===== src/design/sps_pkg.sv =====
// Package for the Sugeno pixel similarity score: types, register codes, reset values, order table.
package sps_pkg;

  // Register and score widths are fixed by the port definition
  localparam int unsigned REG_W   = 17;
  localparam int unsigned SCORE_W = 17;
  localparam int unsigned PIX_W   = 8;

  typedef logic [REG_W-1:0] dens_t;
  typedef logic [PIX_W-1:0] pix_t;

  // Configuration register indexes
  localparam logic [1:0] REG_DENSITY_TEXTURE = 2'd0;
  localparam logic [1:0] REG_DENSITY_COLOR_A = 2'd1;
  localparam logic [1:0] REG_DENSITY_COLOR_B = 2'd2;

  // Reset values of the densities, Q1.16
  localparam dens_t RST_DENSITY_TEXTURE = 17'd21845;
  localparam dens_t RST_DENSITY_COLOR_A = 17'd21845;
  localparam dens_t RST_DENSITY_COLOR_B = 17'd21846;

  // Feature index, also the lane number
  typedef enum logic [1:0] {
    FEAT_TEXTURE = 2'd0,
    FEAT_COLOR_A = 2'd1,
    FEAT_COLOR_B = 2'd2
  } feat_t;

  // Descending order of the three similarities; element 0 is the largest
  typedef feat_t [2:0] order_t;

  // Pattern bit 2: h0>=h1, bit 1: h0>=h2, bit 0: h1>=h2.
  // Impossible patterns fall back to texture, color a, color b.
  function automatic order_t order_of(input logic [2:0] pattern);
    order_t o;
    unique case (pattern)
      3'd0: begin o[0] = FEAT_COLOR_B; o[1] = FEAT_COLOR_A; o[2] = FEAT_TEXTURE; end
      3'd1: begin o[0] = FEAT_COLOR_A; o[1] = FEAT_COLOR_B; o[2] = FEAT_TEXTURE; end
      3'd3: begin o[0] = FEAT_COLOR_A; o[1] = FEAT_TEXTURE; o[2] = FEAT_COLOR_B; end
      3'd4: begin o[0] = FEAT_COLOR_B; o[1] = FEAT_TEXTURE; o[2] = FEAT_COLOR_A; end
      3'd6: begin o[0] = FEAT_TEXTURE; o[1] = FEAT_COLOR_B; o[2] = FEAT_COLOR_A; end
      default: begin o[0] = FEAT_TEXTURE; o[1] = FEAT_COLOR_A; o[2] = FEAT_COLOR_B; end
    endcase
    return o;
  endfunction

endpackage


===== src/design/sps_ratio_lane.sv =====
// One similarity lane: min/max ratio by a pipelined restoring divider, one quotient bit per stage.
module sps_ratio_lane #(
  parameter int FRACTION_BITS = 16
) (
  input  logic                   clk,
  input  logic                   en,
  input  sps_pkg::pix_t          x,
  input  sps_pkg::pix_t          y,
  output logic [FRACTION_BITS:0] h
);

  localparam int FB = FRACTION_BITS;
  localparam logic [FB:0] ONE_V = {1'b1, {FB{1'b0}}};

  // One restoring step: {quotient bit, new remainder}; remainder stays below divisor when it enters below it
  function automatic logic [8:0] div_step(input sps_pkg::pix_t rem, input sps_pkg::pix_t dv);
    logic [8:0] r2;
    logic [8:0] d;
    r2 = {rem, 1'b0};
    d  = {1'b0, dv};
    if (r2 >= d) begin
      return {1'b1, 8'(r2 - d)};
    end
    return {1'b0, r2[7:0]};
  endfunction

  sps_pkg::pix_t lo, hi;
  logic          eq;

  sps_pkg::pix_t   rem_r [FB];
  sps_pkg::pix_t   dv_r  [FB];
  logic [FB-1:0]   q_r   [FB];
  logic            eq_r  [FB];

  // Operand order; equal operands give exactly one
  always_comb begin
    eq = (x == y);
    lo = (x < y) ? x : y;
    hi = (x < y) ? y : x;
  end

  for (genvar s = 0; s < FB; s++) begin : g_stage
    logic [8:0] step;
    if (s == 0) begin : g_first
      assign step = div_step(lo, hi);
      always_ff @(posedge clk) begin
        if (en) begin
          rem_r[s] <= step[7:0];
          dv_r[s]  <= hi;
          q_r[s]   <= {{(FB-1){1'b0}}, step[8]};
          eq_r[s]  <= eq;
        end
      end
    end else begin : g_next
      assign step = div_step(rem_r[s-1], dv_r[s-1]);
      always_ff @(posedge clk) begin
        if (en) begin
          rem_r[s] <= step[7:0];
          dv_r[s]  <= dv_r[s-1];
          q_r[s]   <= {q_r[s-1][FB-2:0], step[8]};
          eq_r[s]  <= eq_r[s-1];
        end
      end
    end
  end

  assign h = eq_r[FB-1] ? ONE_V : {1'b0, q_r[FB-1]};

endmodule


===== src/design/sps_merge.sv =====
// Merge stage: sorts the lane similarities, accumulates densities, forms the Sugeno maximum.
module sps_merge #(
  parameter int FRACTION_BITS = 16
) (
  input  logic                         clk,
  input  logic                         en,
  input  logic [2:0][FRACTION_BITS:0] h,
  input  sps_pkg::dens_t [2:0]         dens,
  output logic [sps_pkg::SCORE_W-1:0]  score
);

  localparam int VW = FRACTION_BITS + 1;
  localparam int GW = (VW > int'(sps_pkg::REG_W)) ? VW : int'(sps_pkg::REG_W);
  localparam logic [VW-1:0] ONE_V = {1'b1, {FRACTION_BITS{1'b0}}};
  localparam logic [GW-1:0] ONE_G = GW'(ONE_V);

  function automatic logic [VW-1:0] sat_add(input logic [VW-1:0] a, input logic [VW-1:0] b);
    logic [VW:0] sum;
    sum = {1'b0, a} + {1'b0, b};
    return (sum > {1'b0, ONE_V}) ? ONE_V : sum[VW-1:0];
  endfunction

  logic [2:0][VW-1:0] g;
  logic [2:0][VW-1:0] hs, gs, cum;
  logic [2:0]         pattern;
  sps_pkg::order_t    ord;

  logic [2:0][VW-1:0] hs_r, cum_r;
  logic [VW-1:0]      best_r, best_nxt;
  logic [2:0][VW-1:0] term;

  // Densities clamped to one; the clamped value always fits VW bits
  always_comb begin
    for (int i = 0; i < 3; i++) begin
      logic [GW-1:0] d;
      d    = GW'(dens[i]);
      d    = (d > ONE_G) ? ONE_G : d;
      g[i] = d[VW-1:0];
    end
  end

  // Sort and cumulative densities
  always_comb begin
    pattern = {h[0] >= h[1], h[0] >= h[2], h[1] >= h[2]};
    ord     = sps_pkg::order_of(pattern);
    for (int k = 0; k < 3; k++) begin
      unique case (ord[k])
        sps_pkg::FEAT_TEXTURE: begin hs[k] = h[0]; gs[k] = g[0]; end
        sps_pkg::FEAT_COLOR_A: begin hs[k] = h[1]; gs[k] = g[1]; end
        default:               begin hs[k] = h[2]; gs[k] = g[2]; end
      endcase
    end
    cum[0] = gs[0];
    cum[1] = sat_add(cum[0], gs[1]);
    cum[2] = sat_add(cum[1], gs[2]);
  end

  always_ff @(posedge clk) begin
    if (en) begin
      hs_r  <= hs;
      cum_r <= cum;
    end
  end

  // Max over min(h_k, cum_k)
  always_comb begin
    for (int k = 0; k < 3; k++) begin
      term[k] = (hs_r[k] < cum_r[k]) ? hs_r[k] : cum_r[k];
    end
    best_nxt = term[0];
    if (term[1] > best_nxt) begin
      best_nxt = term[1];
    end
    if (term[2] > best_nxt) begin
      best_nxt = term[2];
    end
  end

  always_ff @(posedge clk) begin
    if (en) begin
      best_r <= best_nxt;
    end
  end

  // Score port is fixed width: truncate or zero extend
  if (VW >= int'(sps_pkg::SCORE_W)) begin : g_trunc
    assign score = best_r[sps_pkg::SCORE_W-1:0];
  end else begin : g_ext
    assign score = {{(int'(sps_pkg::SCORE_W) - VW){1'b0}}, best_r};
  end

endmodule


===== src/design/sugeno_pixel_similarity_score.sv =====
// Top level: density registers, three ratio lanes, merge stage, valid pipeline and output skid.
// Throughput: one pixel per cycle while the skid entry is free; the divider lanes retire one quotient bit per stage.
// Stalls: a two-entry output buffer lets one beat wait while the next still enters.
// Reset (rst_n low, synchronous): all valids clear, densities load 21845, 21845, 21846.
// No memory, so no clearing pass after reset.
module sugeno_pixel_similarity_score #(
  parameter int FRACTION_BITS = 16
) (
  input  logic                        clk,
  input  logic                        rst_n,
  input  logic                        cfg_wr_en,
  input  logic [1:0]                  cfg_index,
  input  sps_pkg::dens_t              cfg_wdata,
  input  logic                        in_valid,
  output logic                        in_ready,
  input  sps_pkg::pix_t               in_frame_texture,
  input  sps_pkg::pix_t               in_back_texture,
  input  sps_pkg::pix_t               in_frame_color_a,
  input  sps_pkg::pix_t               in_frame_color_b,
  input  sps_pkg::pix_t               in_back_color_a,
  input  sps_pkg::pix_t               in_back_color_b,
  output logic                        out_valid,
  input  logic                        out_ready,
  output logic [sps_pkg::SCORE_W-1:0] out_score
);

  localparam int NS = FRACTION_BITS + 2;
  localparam int unsigned ONE_INT = 32'd1 << FRACTION_BITS;

  sps_pkg::dens_t [2:0] dens_r;

  logic [NS-1:0] v_r, v_nxt;
  logic          adv;
  logic [2:0][FRACTION_BITS:0] h;
  logic [sps_pkg::SCORE_W-1:0] pipe_score;

  logic                        out_valid_r, out_valid_nxt;
  logic                        skid_valid_r, skid_valid_nxt;
  logic [sps_pkg::SCORE_W-1:0] out_score_r, out_score_nxt;
  logic [sps_pkg::SCORE_W-1:0] skid_score_r, skid_score_nxt;
  logic                        take, leaving;

  // Density registers
  always_ff @(posedge clk) begin
    if (!rst_n) begin
      dens_r[0] <= sps_pkg::RST_DENSITY_TEXTURE;
      dens_r[1] <= sps_pkg::RST_DENSITY_COLOR_A;
      dens_r[2] <= sps_pkg::RST_DENSITY_COLOR_B;
    end else if (cfg_wr_en) begin
      unique case (cfg_index)
        sps_pkg::REG_DENSITY_TEXTURE: dens_r[0] <= cfg_wdata;
        sps_pkg::REG_DENSITY_COLOR_A: dens_r[1] <= cfg_wdata;
        sps_pkg::REG_DENSITY_COLOR_B: dens_r[2] <= cfg_wdata;
        default: ;
      endcase
    end
  end

  // Whole pipeline moves while the skid entry is free
  assign adv      = !skid_valid_r;
  assign in_ready = adv;

  always_comb begin
    v_nxt = adv ? {v_r[NS-2:0], in_valid} : v_r;
  end

  always_ff @(posedge clk) begin
    if (!rst_n) begin
      v_r <= '0;
    end else begin
      v_r <= v_nxt;
    end
  end

  // Lanes: texture, color a, color b
  sps_ratio_lane #(.FRACTION_BITS(FRACTION_BITS)) u_lane_tex (
    .clk (clk), .en (adv), .x (in_frame_texture), .y (in_back_texture), .h (h[0])
  );
  sps_ratio_lane #(.FRACTION_BITS(FRACTION_BITS)) u_lane_ca (
    .clk (clk), .en (adv), .x (in_frame_color_a), .y (in_back_color_a), .h (h[1])
  );
  sps_ratio_lane #(.FRACTION_BITS(FRACTION_BITS)) u_lane_cb (
    .clk (clk), .en (adv), .x (in_frame_color_b), .y (in_back_color_b), .h (h[2])
  );

  sps_merge #(.FRACTION_BITS(FRACTION_BITS)) u_merge (
    .clk   (clk),
    .en    (adv),
    .h     (h),
    .dens  (dens_r),
    .score (pipe_score)
  );

  // Output register plus skid entry
  assign take    = out_valid_r && out_ready;
  assign leaving = adv && v_r[NS-1];

  always_comb begin
    out_valid_nxt  = out_valid_r;
    out_score_nxt  = out_score_r;
    skid_valid_nxt = skid_valid_r;
    skid_score_nxt = skid_score_r;
    if (skid_valid_r) begin
      if (take) begin
        out_score_nxt  = skid_score_r;
        skid_valid_nxt = 1'b0;
      end
    end else if (leaving) begin
      if (!out_valid_r || take) begin
        out_valid_nxt = 1'b1;
        out_score_nxt = pipe_score;
      end else begin
        skid_valid_nxt = 1'b1;
        skid_score_nxt = pipe_score;
      end
    end else if (take) begin
      out_valid_nxt = 1'b0;
    end
  end

  always_ff @(posedge clk) begin
    if (!rst_n) begin
      out_valid_r  <= 1'b0;
      skid_valid_r <= 1'b0;
    end else begin
      out_valid_r  <= out_valid_nxt;
      skid_valid_r <= skid_valid_nxt;
    end
  end

  always_ff @(posedge clk) begin
    out_score_r  <= out_score_nxt;
    skid_score_r <= skid_score_nxt;
  end

  assign out_valid = out_valid_r;
  assign out_score = out_score_r;

  // Checks
  a_skid_implies_out: assert property (@(posedge clk) disable iff (!rst_n)
    skid_valid_r |-> out_valid_r)
    else $error("skid entry full while output register empty");

  a_stalled_out_stays: assert property (@(posedge clk) disable iff (!rst_n)
    out_valid_r && !out_ready |=> out_valid_r)
    else $error("output beat dropped while stalled");

  a_accept_enters: assert property (@(posedge clk) disable iff (!rst_n)
    in_valid && in_ready |=> v_r[0])
    else $error("accepted beat did not enter the pipeline");

  a_score_le_one: assert property (@(posedge clk) disable iff (!rst_n)
    out_valid_r |-> ((FRACTION_BITS > 16) || (32'(out_score_r) <= ONE_INT)))
    else $error("score above one");

endmodule


===== config.mk =====
export PLATFORM = sky130hd
export DESIGN_NAME = sugeno_pixel_similarity_score
export DESIGN_NICKNAME = d
export VERILOG_FILES = /design/src/design/sps_pkg.sv /design/src/design/sps_ratio_lane.sv /design/src/design/sps_merge.sv /design/src/design/sugeno_pixel_similarity_score.sv
export SDC_FILE = /design/constraint.sdc
export NUM_CORES = 2
export LEC_CHECK = 0
export ABC_AREA = 1
export ABC_CLOCK_PERIOD_IN_PS = 116000
export BUFFER_PORTS_ARGS = -buffer_cell sky130_fd_sc_hd__buf_2
export CORE_ASPECT_RATIO = 0.75
export CORE_MARGIN = 2
export CORE_UTILIZATION = 44
export CTS_CLUSTER_SIZE = 10
export DETAILED_ROUTE_END_ITERATION = 16
export PLACE_DENSITY = 0.55
export SLEW_MARGIN = 10
export SYNTH_ARGS = -nofsm -noshare
export SYNTH_HDL_FRONTEND = slang
export SYNTH_SLANG_ARGS = --single-unit
export TNS_END_PERCENT = 1

===== constraint.sdc =====
create_clock -name clk -period 116 [get_ports clk]
set_input_delay 0 -clock clk [delete_from_list [all_inputs] [get_ports clk]]
set_output_delay 0 -clock clk [all_outputs]
set_load 0.05 [all_outputs]

# Word level (Yosys, flattened, before mapping)
# Memories as Yosys holds them, arrays and structs flattened.
# Index checks and enable logic that the tools add are counted.
# classes
n_lt_le_gt_ge	64
n_bitwise	2
n_mul	0
add_sub_neg	50
n_reduce_logical	19
div	0
n_eq_ne	14
shifts	0
mux	181
# op_table
op	count
$mux W9	96
$ge A9 B8 Y1	48
$sub A8 B8 Y8	48
$mux W17	16
$pmux W17 S2	6
$mux W1	56
$ge A17 B17 Y1	3
$gt A17 B17 Y1 const B	3
$lt A17 B17 Y1	3
$mux W8	6
$add A17 B17 Y18	2
$gt A18 B17 Y1 const B	2
$gt A17 B17 Y1	2
$pmux W6 S5	1
$eq A8 B8 Y1	3
$lt A8 B8 Y1	3
$reduce_and A3 Y1	3
$eq A2 B1 Y1 const B	4
$logic_not A2 Y1	4
$eq A3 B3 Y1 const B	2
$reduce_and A2 Y1	3
$reduce_bool A2 Y1	3
$ne A2 B1 Y1 const B	2
$eq A3 B1 Y1 const B	1
7 further kinds	10
# word_totals
output_inout_bits	19
register_bits	224
rom_bits	0
mem_count	12
in_bits	72
ramBits	1584
latch_bits	0
# memory_table
name	depth	width	read_ports	rd_clocked_by_memory_dff	write_ports	line	text
u_lane_ca.q_r	16	16	16	0	16	sps_ratio_lane.sv:32	logic [FB-1:0] q_r [FB];
u_lane_cb.q_r	16	16	16	0	16	sps_ratio_lane.sv:32	
u_lane_tex.q_r	16	16	16	0	16	sps_ratio_lane.sv:32	
u_lane_ca.dv_r	16	8	15	0	16	sps_ratio_lane.sv:31	sps_pkg::pix_t dv_r [FB];
u_lane_ca.rem_r	16	8	15	0	16	sps_ratio_lane.sv:30	sps_pkg::pix_t rem_r [FB];
u_lane_cb.dv_r	16	8	15	0	16	sps_ratio_lane.sv:31	
6 more memories	n/a	n/a	n/a	n/a	n/a	n/a	

# Longest topological paths before layout
# logic_depth
word_depth	11
depth_mapped	53
mapped_depth_nobuf	49

# By module
# A second synthesis with hierarchy kept.
# unflattened
cells_unflattened	7210
area_unflattened_um2	74413.9
# by_module_without_submodules
mod	cells_per_inst	area_each_um2	n_inst
sps_ratio_lane at u_lane_ca	1587	19129.6	1
sps_ratio_lane at u_lane_cb	1583	19129.6	1
sps_ratio_lane at u_lane_tex	1581	18758.0	1
sps_merge	1991	13400.4	1
sugeno_pixel_similarity_score	468	3996.3	1

# Worst setup path before layout
# Ideal clock, no wire load.
# synth_timing
path_type	register -> register
start	register skid_valid_r
end	memory u_lane_ca.dv_r[0][0] (netlist name), enable pin
stages_incl_launch_ff	5
n_path_buf	3
arrival_time_ns	36.126
t_required_ns	113.814
synth_period_minus_slack_ns	38.312
path_slack_ns	77.688
path_cell_list	dfxtp_1 clkbuf_1 inv_1 clkbuf_1 clkbuf_1
# synth_rtl
element	line	text
start, declared	sugeno_pixel_similarity_score.sv:38	logic skid_valid_r, skid_valid_nxt;
start signal, assigned	sugeno_pixel_similarity_score.sv:127	skid_valid_r <= skid_valid_nxt;
end, declared	sps_ratio_lane.sv:31	

==> qor.yml <==
outcome:
  status: "finished clean"
timing:
  hold_violations: 0
  timing.setup.tns_ns: 0
  rsz0062_at_grt: "false"
  fin_crit_ns: 9.09
  fmax_mhz: 110
  maxSlewViolCount: 0
  relSlewSlack_pct: 20.5
  worst_pin_slew_ns: 1.19
  period_share_pct: 7.84
  skew_ns: 0.0353
  setup_viol: 0
  worst_slack_ns: 106.91
place:
  io_buffers: 90
  hpwl_mm: 111
  place.gp.congestion: 0.909
  place_ws_ns: 106.99
global_routing:
  antenna_found_initial: 5
  grt_pass1_wl_mm: 245
  grt_max_degree: 187
  track_usage_pct: 18.4
  grt_pass1_vias: 45566
  grt_overflow_total: 0
route:
  wirelength_mm: 153
  drt_pass1_iterations: 6
  wl_per_cell_um: 16.3
  via_per_inst: 4.99
  remaining_drc_errors: 0
  ant_nets: 0
  dr_total_vias: 46751
  drtIter0Drc: 3395
hold_path:
  holdPathEnd: "v_r[0]$_SDFFE_PN0N_"
  min_path_cells: 4
  hold_class: "input pin to flip-flop"
  min-delay-start: "in_valid"
worst_setup_path:
  slowest_stage: "edfxtp_1"
  reg2reg_depth: 41
  reg2reg_to: "u_merge.cum_r[34]$_SDFFCE_PN0N_"
  setup.worst_path.start: "u_lane_tex.eq_r[1][7]$_DFFE_PN_"
  crit_type: "flip-flop to flip-flop"
  critPathMaxFanout: 55
  start_kind: "flip-flop"
  crit_path_max_incr_delay_ns: 0.99
  rrSetupSlack_ns: 106.91
  arrival_ns: 9.68
  critPathRequiredTime_ns: 116.59
  cp-end-kind: "flip-flop"
  crit_top_cell: "nand2_1"
  r2r-start: "u_lane_tex.eq_r[1][7]$_DFFE_PN_"
die:
  die_x_um: 470
  die-area_um2: 166000
  initial_core_util_pct: 44.2
  die_h_um: 353
  row_count: 128
  core_um2: 162000
  pin_count: 91
cts:
  cts_made_buffers: 162
  cts-root-buf: "clkbuf_16"
  cts_tree: "built"
  h-tree-depth: 4
  cts_sinks: 1400
  ctsLongestPathBuffers: 3
  clock_latency_ns: 0.79
  cts-resized-gates: 0
  clk_pin_slew_worst_paths_ns: 0.06
synthesis:
  yosysWarningCount: 0
  syn_area_per_cell_um2: 10.4
  synth_area_leader_cell: "edfxtp_1"
  synth_area_um2: 71600
  synthArstFlopShare_pct: 0
  ys_types: 50
  synth_edf_count: 1329
  synth-main-ff-cell: "edfxtp_1"
  postSynthCellCount: 6904
  ys_ff_latch: 1400
  yosysSeqAreaShare_pct: 57.7
  synthesis.nets: 7593
  synth_top_cell_area_share_pct: 55.8
  ys_top_cells_by_area: "edfxtp_1 (56%), ha_1 (10%), nand2_1 (7.6%)"
flow_run:
  cap_violations: 0
final_layout:
  fill_cells: 14477
  post-route-util_pct: 49.6
  nets: 7864
  syn_to_final_growth_pct: 12.2
  drive_gt1_share_pct: 4.49
## worst max-delay path by stage
| stage | endpoint | slack (ns) | cells past startpoint |
|---|---|---|---|
| finish | u_merge.cum_r[34]$_SDFFCE_PN0N_ | 106.91 | 41 |
| global route | u_merge.cum_r[46]$_SDFFCE_PN0N_ | 106.07 | 42 |
| CTS | u_merge.cum_r[45]$_SDFFCE_PN0N_ | 107.00 | 41 |
| detailed placement | u_merge.cum_r[34]$_SDFFCE_PN0N_ | 106.99 | 41 |
| global placement | u_merge.cum_r[50]$_SDFFCE_PN1N_ | 107.21 | 40 |
| floorplan | u_lane_ca.dv_r[0][0]$_DFFE_PN_ | 77.69 | 4 |
## logic make-up (layout without fill, tap and decap cells)
family                   count (synthesis)  in the layout  synth area share (%)
adder cells (fa/ha/maj)                617            617                  11.3
AND/OR/NAND/NOR                       2457           2457                  14.2
flip-flops                            1400           1400                  57.7
XOR/XNOR                               232            232                  2.84
buffers and inverters                 1165           1485                  6.23
other                                    0              5                     0
AO/OA/AOI/OAI                         1033           1033                  7.70
## cells in the mapped netlist, types with 3 or more instances
| master | n |
|---|---|
| nor2_4 | 3 |
| nor2_1 | 457 |
| o21a_1 | 5 |
| inv_1 | 1025 |
| ha_1 | 570 |
| a211oi_1 | 6 |
| nor4_1 | 11 |
| nand2_1 | 1454 |
| nand3_1 | 306 |
| nand3_2 | 4 |
| a21oi_1 | 385 |
| nand4_1 | 92 |
| dfxtp_1 | 71 |
| clkbuf_1 | 69 |
| nor3_1 | 85 |
| edfxtp_1 | 1329 |
| xnor2_1 | 90 |
| nand3b_1 | 13 |
| o21ai_0 | 508 |
| nor3b_1 | 3 |
| and3_1 | 4 |
| o22ai_1 | 16 |
| a21boi_0 | 23 |
| a221oi_1 | 3 |
| fa_1 | 47 |
| inv_2 | 8 |
| and2_1 | 13 |
| xor2_1 | 142 |
| o21bai_1 | 20 |
| nand2_2 | 4 |
| o211ai_1 | 33 |
| a21o_1 | 23 |
| buf_2 | 57 |
## routing by layer
layer | GRT usage, % | up-vias | wire length [um]
met5 | 0 | - | 0
met4 | 5.33 | 0 | 3780
met3 | 3.60 | 244 | 7570
met2 | 27.8 | 865 | 65100
met1 | 26.9 | 21699 | 76700
li1 | - | 23943 | -
## cell usage in the layout, fill, tap and decap left out, types with 8 or more instances in the layout
cell and n:
nor3_1 85, a21o_1 23, dfxtp_1 71, nor4_1 11
nand3b_1 13, xor2_1 142, a21oi_1 385, o211ai_1 33
o21bai_1 20, inv_2 8, clkbuf_1 26, nand2_1 1454
edfxtp_1 1329, nand4_1 92, buf_2 90, and2_1 13
ha_1 570, inv_1 1024, nand3_1 306, clkbuf_16 163
o21ai_0 508, a21boi_0 23, fa_1 47, o22ai_1 16
nor2_1 457, buf_4 16, dlygate4sd3_1 127, xnor2_1 90
## through the flow
step	std cells	hold WS (ns)	cell area, um2
floorplan	6904	0.113	71600
global placement	9029	0.271	74400
detailed placement	9029	0.271	74400
CTS	9369	0.000587	80300
global route	9374	0.0568	80300
finish	9374	0.0686	80300
## state kept, by name (all words and copies together) (netlist names)
register and flops:
u_lane_ca.q_r 136, u_lane_cb.q_r 136, u_lane_tex.q_r 136, u_lane_ca.dv_r 120, u_lane_ca.rem_r 120, u_lane_cb.dv_r 120, u_lane_cb.rem_r 120, u_lane_tex.dv_r 120
u_lane_tex.rem_r 120, dens_r 51, u_merge.cum_r 51, u_merge.hs_r 51, v_r 18, out_score 17, skid_score_r 17, u_merge.score 17
u_lane_ca.eq_r 16, u_lane_cb.eq_r 16, u_lane_tex.eq_r 16, out_valid 1, skid_valid_r 1
## critical path: cells and delay by family (launching register included)
kind	cells	cell delay, ns
flip-flops	1	0.99
adder cells (fa/ha/maj)	5	1.76
AO/OA/AOI/OAI	2	0.54
AND/OR/NAND/NOR	31	4.74
buffers and inverters	3	0.80
## repair_timing
action | 4_1_cts | 5_1_grt
buffers inserted | 0 | 0
hold endpoints to repair | 141 | 0
hold buffers | 127 | 0
## layout make-up
| cell class | instances | area [um2] | share of cell area, % |
|---|---|---|---|
| Clock inverter | 24 | 465 | 0.580 |
| Antenna cell | 5 | 12.5 | 0.0156 |
| Multi-Input combinational cell | 4339 | 25800 | 32.1 |
| Tap cell | 2145 | 2680 | 3.34 |
| Sequential cell | 1400 | 41300 | 51.5 |
| Timing Repair Buffer | 237 | 1920 | 2.39 |
| Inverter | 1035 | 3890 | 4.85 |
| Clock buffer | 189 | 4180 | 5.20 |
Power is left out: the tool's default activity adds up to more than one toggle a clock period on the data nets, which glitch-free logic cannot reach.
